### src/design/assert_macros.svh
// Assertion macros shared by the receiver RTL.
// Bodies are empty when SYNTHESIS is defined.
`ifndef ASSERT_MACROS_SVH
`define ASSERT_MACROS_SVH

`ifndef SYNTHESIS
`define XCFR_ASSERT(lbl, clk_s, rst_n_s, prop, msg) \
	lbl: assert property (@(posedge clk_s) disable iff (!rst_n_s) prop) else $error(msg);
`define XCFR_NEVER(lbl, clk_s, rst_n_s, cond, msg) \
	lbl: assert property (@(posedge clk_s) disable iff (!rst_n_s) !(cond)) else $error(msg);
`else
`define XCFR_ASSERT(lbl, clk_s, rst_n_s, prop, msg)
`define XCFR_NEVER(lbl, clk_s, rst_n_s, cond, msg)
`endif

`endif

### src/design/xcfr_pkg.sv
// Types and codes for the XOR-checked frame receiver.
// No dependencies; imported by xor_checked_frame_receiver_core.
`default_nettype none

package xcfr_pkg;

	typedef enum logic [2:0] {
		PH_HUNT   = 3'd0,
		PH_SEQ    = 3'd1,
		PH_LEN_HI = 3'd2,
		PH_LEN_LO = 3'd3,
		PH_TOKEN  = 3'd4,
		PH_BODY   = 3'd5,
		PH_CSUM   = 3'd6
	} phase_t;

	// Result kinds
	localparam logic [1:0] EV_NONE   = 2'd0;
	localparam logic [1:0] EV_BYTE   = 2'd1;
	localparam logic [1:0] EV_ACCEPT = 2'd2;
	localparam logic [1:0] EV_ERROR  = 2'd3;

	// Error codes
	localparam logic [1:0] ERR_TIMEOUT  = 2'd0;
	localparam logic [1:0] ERR_OVERFLOW = 2'd1;
	localparam logic [1:0] ERR_NAK      = 2'd2;
	localparam logic [1:0] ERR_CSUM     = 2'd3;

	// Input kinds
	localparam logic CMD_BYTE = 1'b0;
	localparam logic CMD_TICK = 1'b1;

	// Configuration register indexes
	localparam int CFG_ADDR_W = 3;
	localparam logic [CFG_ADDR_W-1:0] CFG_START_BYTE = 3'd0;
	localparam logic [CFG_ADDR_W-1:0] CFG_TOKEN_BYTE = 3'd1;
	localparam logic [CFG_ADDR_W-1:0] CFG_NAK_CODE   = 3'd2;
	localparam logic [CFG_ADDR_W-1:0] CFG_MAX_BODY   = 3'd3;
	localparam logic [CFG_ADDR_W-1:0] CFG_TIMEOUT    = 3'd4;
	localparam int CFG_DATA_W = 32;

	// Reset values of the configuration registers
	localparam logic [7:0]  RST_START_BYTE = 8'd27;
	localparam logic [7:0]  RST_TOKEN_BYTE = 8'd14;
	localparam logic [7:0]  RST_NAK_CODE   = 8'd176;
	localparam logic [15:0] RST_MAX_BODY   = 16'd275;
	localparam logic [31:0] RST_TIMEOUT    = 32'd5;

	localparam logic [7:0] RST_EXPECTED_SEQ = 8'd1;

	// Result beat: body_byte, body_index, frame_length, error_code, 6 pad bits
	localparam int OUT_DATA_W = 48;

	typedef struct packed {
		logic [1:0]  event_res;
		logic [7:0]  body_byte;
		logic [15:0] body_index;
		logic [15:0] frame_length;
		logic [1:0]  error_code;
	} result_t;

endpackage

`default_nettype wire

### src/design/xor_checked_frame_receiver_core.sv
// XOR-checked frame receiver, top level and only module.
// Depends on xcfr_pkg and assert_macros.svh.
//
// Takes one beat per cycle when s_axis_tready is high: a received byte
// (tuser = 0) or a time tick (tuser = 1), and returns exactly one result
// beat for each in the cycle after acceptance. The frame state update is a
// single pass of small logic from the state registers and the input beat
// into a result register, so a beat is accepted in every cycle in which the
// result register is empty or being drained. A frame is start byte, sequence
// byte, length high, length low, token, body, checksum; the XOR of all its
// bytes must be zero. Configuration is written through cfg_we/cfg_addr/
// cfg_wdata, by the user only while it is idle; the block does not enforce it.
`default_nettype none
`include "assert_macros.svh"

module xor_checked_frame_receiver_core (
	input  wire logic                              clk,
	input  wire logic                              arst_n,
	// Configuration
	input  wire logic                              cfg_we,
	input  wire logic [xcfr_pkg::CFG_ADDR_W-1:0]   cfg_addr,
	input  wire logic [xcfr_pkg::CFG_DATA_W-1:0]   cfg_wdata,
	// Input stream
	input  wire logic                              s_axis_tvalid,
	output      logic                              s_axis_tready,
	input  wire logic [7:0]                        s_axis_tdata,   // [7:0] rx_byte
	input  wire logic                              s_axis_tuser,   // [0] cmd
	// Result stream
	output      logic                              m_axis_tvalid,
	input  wire logic                              m_axis_tready,
	// [7:0] body_byte, [23:8] body_index, [39:24] frame_length,
	// [41:40] error_code, [47:42] zero
	output      logic [xcfr_pkg::OUT_DATA_W-1:0]   m_axis_tdata,
	output      logic [1:0]                        m_axis_tuser    // [1:0] event_res
);
	import xcfr_pkg::*;

	// Configuration registers
	logic [7:0]  start_byte_q;
	logic [7:0]  token_byte_q;
	logic [7:0]  nak_code_q;
	logic [15:0] max_body_q;
	logic [31:0] timeout_q;

	// Frame state
	phase_t      phase_q, phase_d;
	logic [7:0]  seq_q, seq_d;
	logic [7:0]  xor_q, xor_d;
	logic [15:0] len_q, len_d;
	logic [15:0] cnt_q, cnt_d;
	logic [31:0] tick_q, tick_d;

	result_t     res_d, res_q;
	logic        out_valid_q;
	logic        in_acc;
	logic [7:0]  c;
	logic [15:0] cnt_inc;

	assign s_axis_tready = !out_valid_q || m_axis_tready;
	assign in_acc        = s_axis_tvalid && s_axis_tready;
	assign c             = s_axis_tdata;
	assign cnt_inc       = cnt_q + 16'd1;

	always_ff @(posedge clk or negedge arst_n) begin
		if (!arst_n) begin
			start_byte_q <= RST_START_BYTE;
			token_byte_q <= RST_TOKEN_BYTE;
			nak_code_q   <= RST_NAK_CODE;
			max_body_q   <= RST_MAX_BODY;
			timeout_q    <= RST_TIMEOUT;
		end else if (cfg_we) begin
			case (cfg_addr)
				CFG_START_BYTE: start_byte_q <= cfg_wdata[7:0];
				CFG_TOKEN_BYTE: token_byte_q <= cfg_wdata[7:0];
				CFG_NAK_CODE:   nak_code_q   <= cfg_wdata[7:0];
				CFG_MAX_BODY:   max_body_q   <= cfg_wdata[15:0];
				CFG_TIMEOUT:    timeout_q    <= cfg_wdata[31:0];
				default: ;
			endcase
		end
	end

	always_comb begin
		phase_d = phase_q;
		seq_d   = seq_q;
		xor_d   = xor_q;
		len_d   = len_q;
		cnt_d   = cnt_q;
		tick_d  = tick_q;
		res_d   = '0;
		res_d.event_res = EV_NONE;

		if (s_axis_tuser == CMD_TICK) begin
			// tick_q + 1 > timeout is the same as tick_q >= timeout
			if (tick_q >= timeout_q) begin
				res_d.event_res  = EV_ERROR;
				res_d.error_code = ERR_TIMEOUT;
				phase_d = PH_HUNT;
				tick_d  = '0;
			end else begin
				tick_d = tick_q + 32'd1;
			end
		end else begin
			xor_d = xor_q ^ c;
			unique case (phase_q)
				PH_SEQ: begin
					if (c == seq_q) begin
						seq_d   = seq_q + 8'd1;
						phase_d = PH_LEN_HI;
					end else begin
						phase_d = PH_HUNT;
					end
				end
				PH_LEN_HI: begin
					len_d   = {c, 8'd0};
					phase_d = PH_LEN_LO;
				end
				PH_LEN_LO: begin
					len_d   = {len_q[15:8], c};
					phase_d = PH_TOKEN;
				end
				PH_TOKEN: begin
					priority if (c != token_byte_q) phase_d = PH_HUNT;
					else if (len_q == 16'd0)       phase_d = PH_CSUM;
					else                            phase_d = PH_BODY;
				end
				PH_BODY: begin
					priority if (cnt_q >= max_body_q) begin
						res_d.event_res  = EV_ERROR;
						res_d.error_code = ERR_OVERFLOW;
						phase_d = PH_HUNT;
						tick_d  = '0;
					end else if (cnt_q == 16'd0 && c == nak_code_q) begin
						res_d.event_res  = EV_ERROR;
						res_d.error_code = ERR_NAK;
						phase_d = PH_HUNT;
						tick_d  = '0;
					end else begin
						res_d.event_res  = EV_BYTE;
						res_d.body_byte  = c;
						res_d.body_index = cnt_q;
						cnt_d = cnt_inc;
						if (cnt_inc == len_q) phase_d = PH_CSUM;
					end
				end
				PH_CSUM: begin
					if ((xor_q ^ c) == 8'd0) begin
						res_d.event_res    = EV_ACCEPT;
						res_d.frame_length = len_q;
					end else begin
						res_d.event_res  = EV_ERROR;
						res_d.error_code = ERR_CSUM;
					end
					phase_d = PH_HUNT;
					tick_d  = '0;
				end
				PH_HUNT: begin
					if (c == start_byte_q) begin
						xor_d   = start_byte_q;
						len_d   = '0;
						cnt_d   = '0;
						phase_d = PH_SEQ;
					end
				end
				default: phase_d = PH_HUNT;
			endcase
		end
	end

	always_ff @(posedge clk or negedge arst_n) begin
		if (!arst_n) begin
			phase_q <= PH_HUNT;
			seq_q   <= RST_EXPECTED_SEQ;
			xor_q   <= '0;
			len_q   <= '0;
			cnt_q   <= '0;
			tick_q  <= '0;
		end else if (in_acc) begin
			phase_q <= phase_d;
			seq_q   <= seq_d;
			xor_q   <= xor_d;
			len_q   <= len_d;
			cnt_q   <= cnt_d;
			tick_q  <= tick_d;
		end
	end

	// Result register: load on every accepted beat, hold while stalled
	always_ff @(posedge clk or negedge arst_n) begin
		if (!arst_n) begin
			out_valid_q <= 1'b0;
		end else if (in_acc) begin
			out_valid_q <= 1'b1;
		end else if (m_axis_tready) begin
			out_valid_q <= 1'b0;
		end
	end

	always_ff @(posedge clk) begin
		if (in_acc) res_q <= res_d;
	end

	assign m_axis_tvalid = out_valid_q;
	assign m_axis_tuser  = res_q.event_res;
	assign m_axis_tdata  = {6'd0, res_q.error_code, res_q.frame_length,
		res_q.body_index, res_q.body_byte};

	`XCFR_ASSERT(a_acc_gives_result, clk, arst_n, in_acc |=> out_valid_q, "accepted beat lost its result")
	`XCFR_ASSERT(a_csum_ends_frame, clk, arst_n, (in_acc && s_axis_tuser == CMD_BYTE && phase_q == PH_CSUM) |=> phase_q == PH_HUNT, "checksum byte did not end the frame")
	`XCFR_NEVER(a_body_count_range, clk, arst_n, phase_q == PH_BODY && cnt_q >= len_q, "body count reached length inside body")
	`XCFR_ASSERT(a_byte_advances_count, clk, arst_n, (in_acc && res_d.event_res == EV_BYTE) |=> cnt_q == $past(cnt_q) + 16'd1, "body byte did not advance count")

endmodule

`default_nettype wire
### config.mk
export PLATFORM = sky130hd
export DESIGN_NAME = xor_checked_frame_receiver_core
export DESIGN_NICKNAME = d
export VERILOG_FILES = /design/src/design/xcfr_pkg.sv /design/src/design/xor_checked_frame_receiver_core.sv
export VERILOG_INCLUDE_DIRS = /design/src /design/src/design
export SDC_FILE = /design/constraint.sdc
export NUM_CORES = 1
export LEC_CHECK = 0
export ABC_AREA = 1
export BUFFER_PORTS_ARGS = -buffer_cell sky130_fd_sc_hd__buf_2
export CORE_UTILIZATION = 61
export DETAILED_ROUTE_END_ITERATION = 7
export PLACE_DENSITY_LB_ADDON = 0.1
export SLEW_MARGIN = 5
export SYNTH_ARGS = -nofsm -noshare
export SYNTH_HDL_FRONTEND = slang
export SYNTH_SLANG_ARGS = --single-unit
### constraint.sdc
create_clock -name clk -period 2.4 [get_ports clk]
set_input_delay 0.24 -clock clk [delete_from_list [all_inputs] [get_ports clk]]
set_output_delay 0.24 -clock clk [all_outputs]
set_load 0.02 [all_outputs]
==> impl_metrics.tcl <==
set metrics [dict create \
    syn_inst 1449 \
    hold_violations 0 \
    finalNonFillerCells 1789 \
    yosysWarnings 0 \
    synth_cell_type_count 43 \
    rsz0062_at_grt "no" \
    period_share_pct 94.3 \
    synth_area_leader_cell "dfrtp_1" \
    core_area_um2 18200 \
    r2r_end "tick_q[0]" \
    hp-class "primary input to flop" \
    cpMaxStageDelayCell "dfrtp_1" \
    antenna_found_initial 0 \
    async_reset_ff_share_pct 78.0 \
    finalPower_mw 9.45 \
    ys_seq_area_share_pct 45.7 \
    synth_simple_gate_area_share_pct 28.2 \
    fmax_mhz 442 \
    htree_num_levels 4 \
    worst_path_most_repeated_cell "nand2_1" \
    cts_tree "done" \
    tns_ns 0 \
    drtIter0Drc 885 \
    layout_min_cycle_time_ns 2.26 \
    grt_overflow_total 0 \
    ys_ff_latch 200 \
    syn_area_um2 11500 \
    yosys.area_share.xor_xnor_pct 4.12 \
    synth_mux_area_share_pct 0.0982 \
    num_vias 9915 \
    num-fill-cells 1495 \
    dr.pass1.iters 8 \
    startpoint "cnt_q[14]" \
    drive_above_1_share_pct 14.2 \
    path_clk_slew_ns 0.08 \
    clock-root-buffer "clkbuf_16" \
    outcome "finished with violations" \
    start_util_pct 63.0 \
    cts_buffers 17 \
    yosysTopAreaCellShare_pct 30.3 \
    max-cap-violations 0 \
    nets 1648 \
    dpl_cell_area_um2 12200 \
    syn_to_final_growth_pct 12.1 \
    synth_compound_area_share_pct 8.03 \
    critPathArrivalTime_ns 2.63 \
    tightest_slew_ns 0.599 \
    route.detailed.wl_per_inst_um 16.0 \
    antennaDiodeCount 0 \
    grt_pass1_wl_um 47200 \
    post_drt_via_cell_ratio 5.54 \
    critPathMaxStageDelay_ns 0.48 \
    hpwl_um 21500 \
    crit_type "flop to flop" \
    synth_edf_count 44 \
    skew_ns 0.0131 \
    crit_required_ns 2.77 \
    ir_drop_mv 0.598 \
    reg2reg_depth 12 \
    end_kind "flop" \
    reg2reg_slack_ns 0.14 \
    track_usage_pct 31.3 \
    power.leakage_nw 6.19 \
    clockBufferDepth 2 \
    synthFlopType "dfrtp_1" \
    synth_fa_ha_area_share_pct 5.67 \
    io_pins 101 \
    cp_max_fo 26 \
    place_congestion 0.948 \
    failed_checks "design-rule violations" \
    crit_path_end "tick_q[0]" \
    totalWireLength_um 28700 \
    antenna_left 0 \
    power_density_nw_per_um2 735 \
    dp.cells 1755 \
    final_common_cell "nand2_1" \
    clock-sinks 200 \
    drc 11 \
    synthTopCellsByArea "dfrtp_1 (30%), nand2_1 (12%), edfxtp_1 (12%)" \
    grt_pass1_vias 9284 \
    clkLatencyLatePin_ns 0.45 \
    synth_top_family_by_area "simple AND/OR/NAND/NOR gates" \
    die_w_um 139 \
    portBuffers 94 \
    row_count 49 \
    path_cells "inv_2, nand2_1, nor3_1, nand2_1, nor2_1, nand3_2, nand4_4, nand2_4, nor2_8, buf_6, nand3_1, o21ai_1" \
    setup_viol 0 \
    fp.dieH_um 139 \
    grt_max_degree 65 \
    drv_slew 0 \
    relSlewSlack_pct 60.1 \
    synth.avg_cell_area_um2 7.92 \
    startpoint_type "flop" \
    design_area_um2 12900 \
    fp.dieArea_um2 19400 \
    r2r_start "cnt_q[14]" \
    fin_util_pct 70.6 \
    mostFrequentLayoutCells "nand2_1 (359), inv_1 (165), nor2_1 (159)" \
]
[state kept, by name, indices dropped and copies added, names as in the netlist]
signal         count
cnt_q             16
xor_q              8
len_q             16
tick_q            32
timeout_q         32
max_body_q        16
m_axis_tdata      42
nak_code_q         8
seq_q              8
m_axis_tuser       2
start_byte_q       8
phase_q            3
m_axis_tvalid      1
token_byte_q       8
[how the worst min path moves through the flow]
stage | from | end | cells after the start
5_1_grt | cfg_wdata[30] | timeout_q[30] | 3
2_1_floorplan | arst_n | cnt_q[0] | 0
4_1_cts | cfg_wdata[27] | timeout_q[27] | 3
3_5_place_dp | arst_n | timeout_q[31] | 1
3_3_place_gp | arst_n | timeout_q[31] | 1
6_report | cfg_wdata[24] | timeout_q[24] | 3
[critical path, delay by kind of cell (launching register included)]
kind | cells | cell delay [ns]
AND/OR/NAND/NOR | 9 | 1.27
flip-flops | 1 | 0.48
buffers and inverters | 2 | 0.34
AO/OA/AOI/OAI | 1 | 0.09
[layer usage]
| metal | vias up | share of wire, % | track usage (%) | wire, um |
|---|---|---|---|---|
| met3 | 62 | 6.1 | 4.83 | 1760 |
| li1 | 4876 | - | - | - |
| met2 | 348 | 48 | 52.0 | 13700 |
| met4 | 0 | 3.0 | 11.9 | 852 |
| met1 | 4629 | 43 | 41.5 | 12400 |
| met5 | - | 0 | 0 | 0 |
[logic make-up after synthesis]
logic type | count (synthesis)
buffers and inverters | 227
flip-flops | 200
XOR/XNOR | 54
adder cells (fa/ha/maj) | 52
multiplexers | 1
AO/OA/AOI/OAI | 178
other | 1
AND/OR/NAND/NOR | 736
[power breakdown]
group          switching [mW]  total, mW  leakage (nW)  internal (mW)
clock                    1.40       2.81         0.274           1.40
combinational            1.45       2.23          3.53          0.776
sequential              0.406       4.42          2.39           4.01
[per-stage QoR]
| step | setup WS, ns | hold WS [ns] |
|---|---|---|
| after detailed placement | 0.0368 | 0.263 |
| after global routing | 0.0108 | 0.0394 |
| final | 0.136 | 0.0342 |
| after floorplan | 0.0148 | -0.0556 |
| after CTS | 0.0232 | 0.0335 |
| after global placement | 0.101 | 0.259 |
[timing repair]
| action | in CTS | in global routing |
|---|---|---|
| endpoints found under the setup margin | 0 | 26 |
| buffers inserted | 0 | 1 |
| hold buffers | 1 | 0 |
| gates resized for setup | 0 | 3 |
| hold endpoints to repair | 59 | 0 |
[cells in the mapped netlist (3+ instances only)]
cell type  instances
xnor2_1           13
dfstp_2           17
dfrtp_1          139
ha_1              52
nor2_1           159
inv_1            166
nand2_2            5
nand2_1          360
nand2_4            3
inv_2             11
nor4_1            11
xor2_1            41
edfxtp_1          44
buf_4             17
nand4_1           32
o21a_1             4
nor3_1            34
nand3_1           99
buf_2              7
clkbuf_1          21
o21ai_0          101
nor3b_1            3
o21ai_1           20
nor2_4             5
nor2_2             8
buf_1              3
a21oi_1           47
or2_2              8
[final cells by class]
type / count / area (um^2) / area share (%)
multi-input combinational: 1027 / 5320 / 41.4
sequential: 200 / 5250 / 40.8
timing repair buffer: 123 / 763 / 5.93
inverter: 178 / 668 / 5.20
clock buffer: 18 / 439 / 3.41
tap: 229 / 287 / 2.23
clock inverter: 14 / 136 / 1.06
No activity file was read; power rests on OpenSTA's default activity.
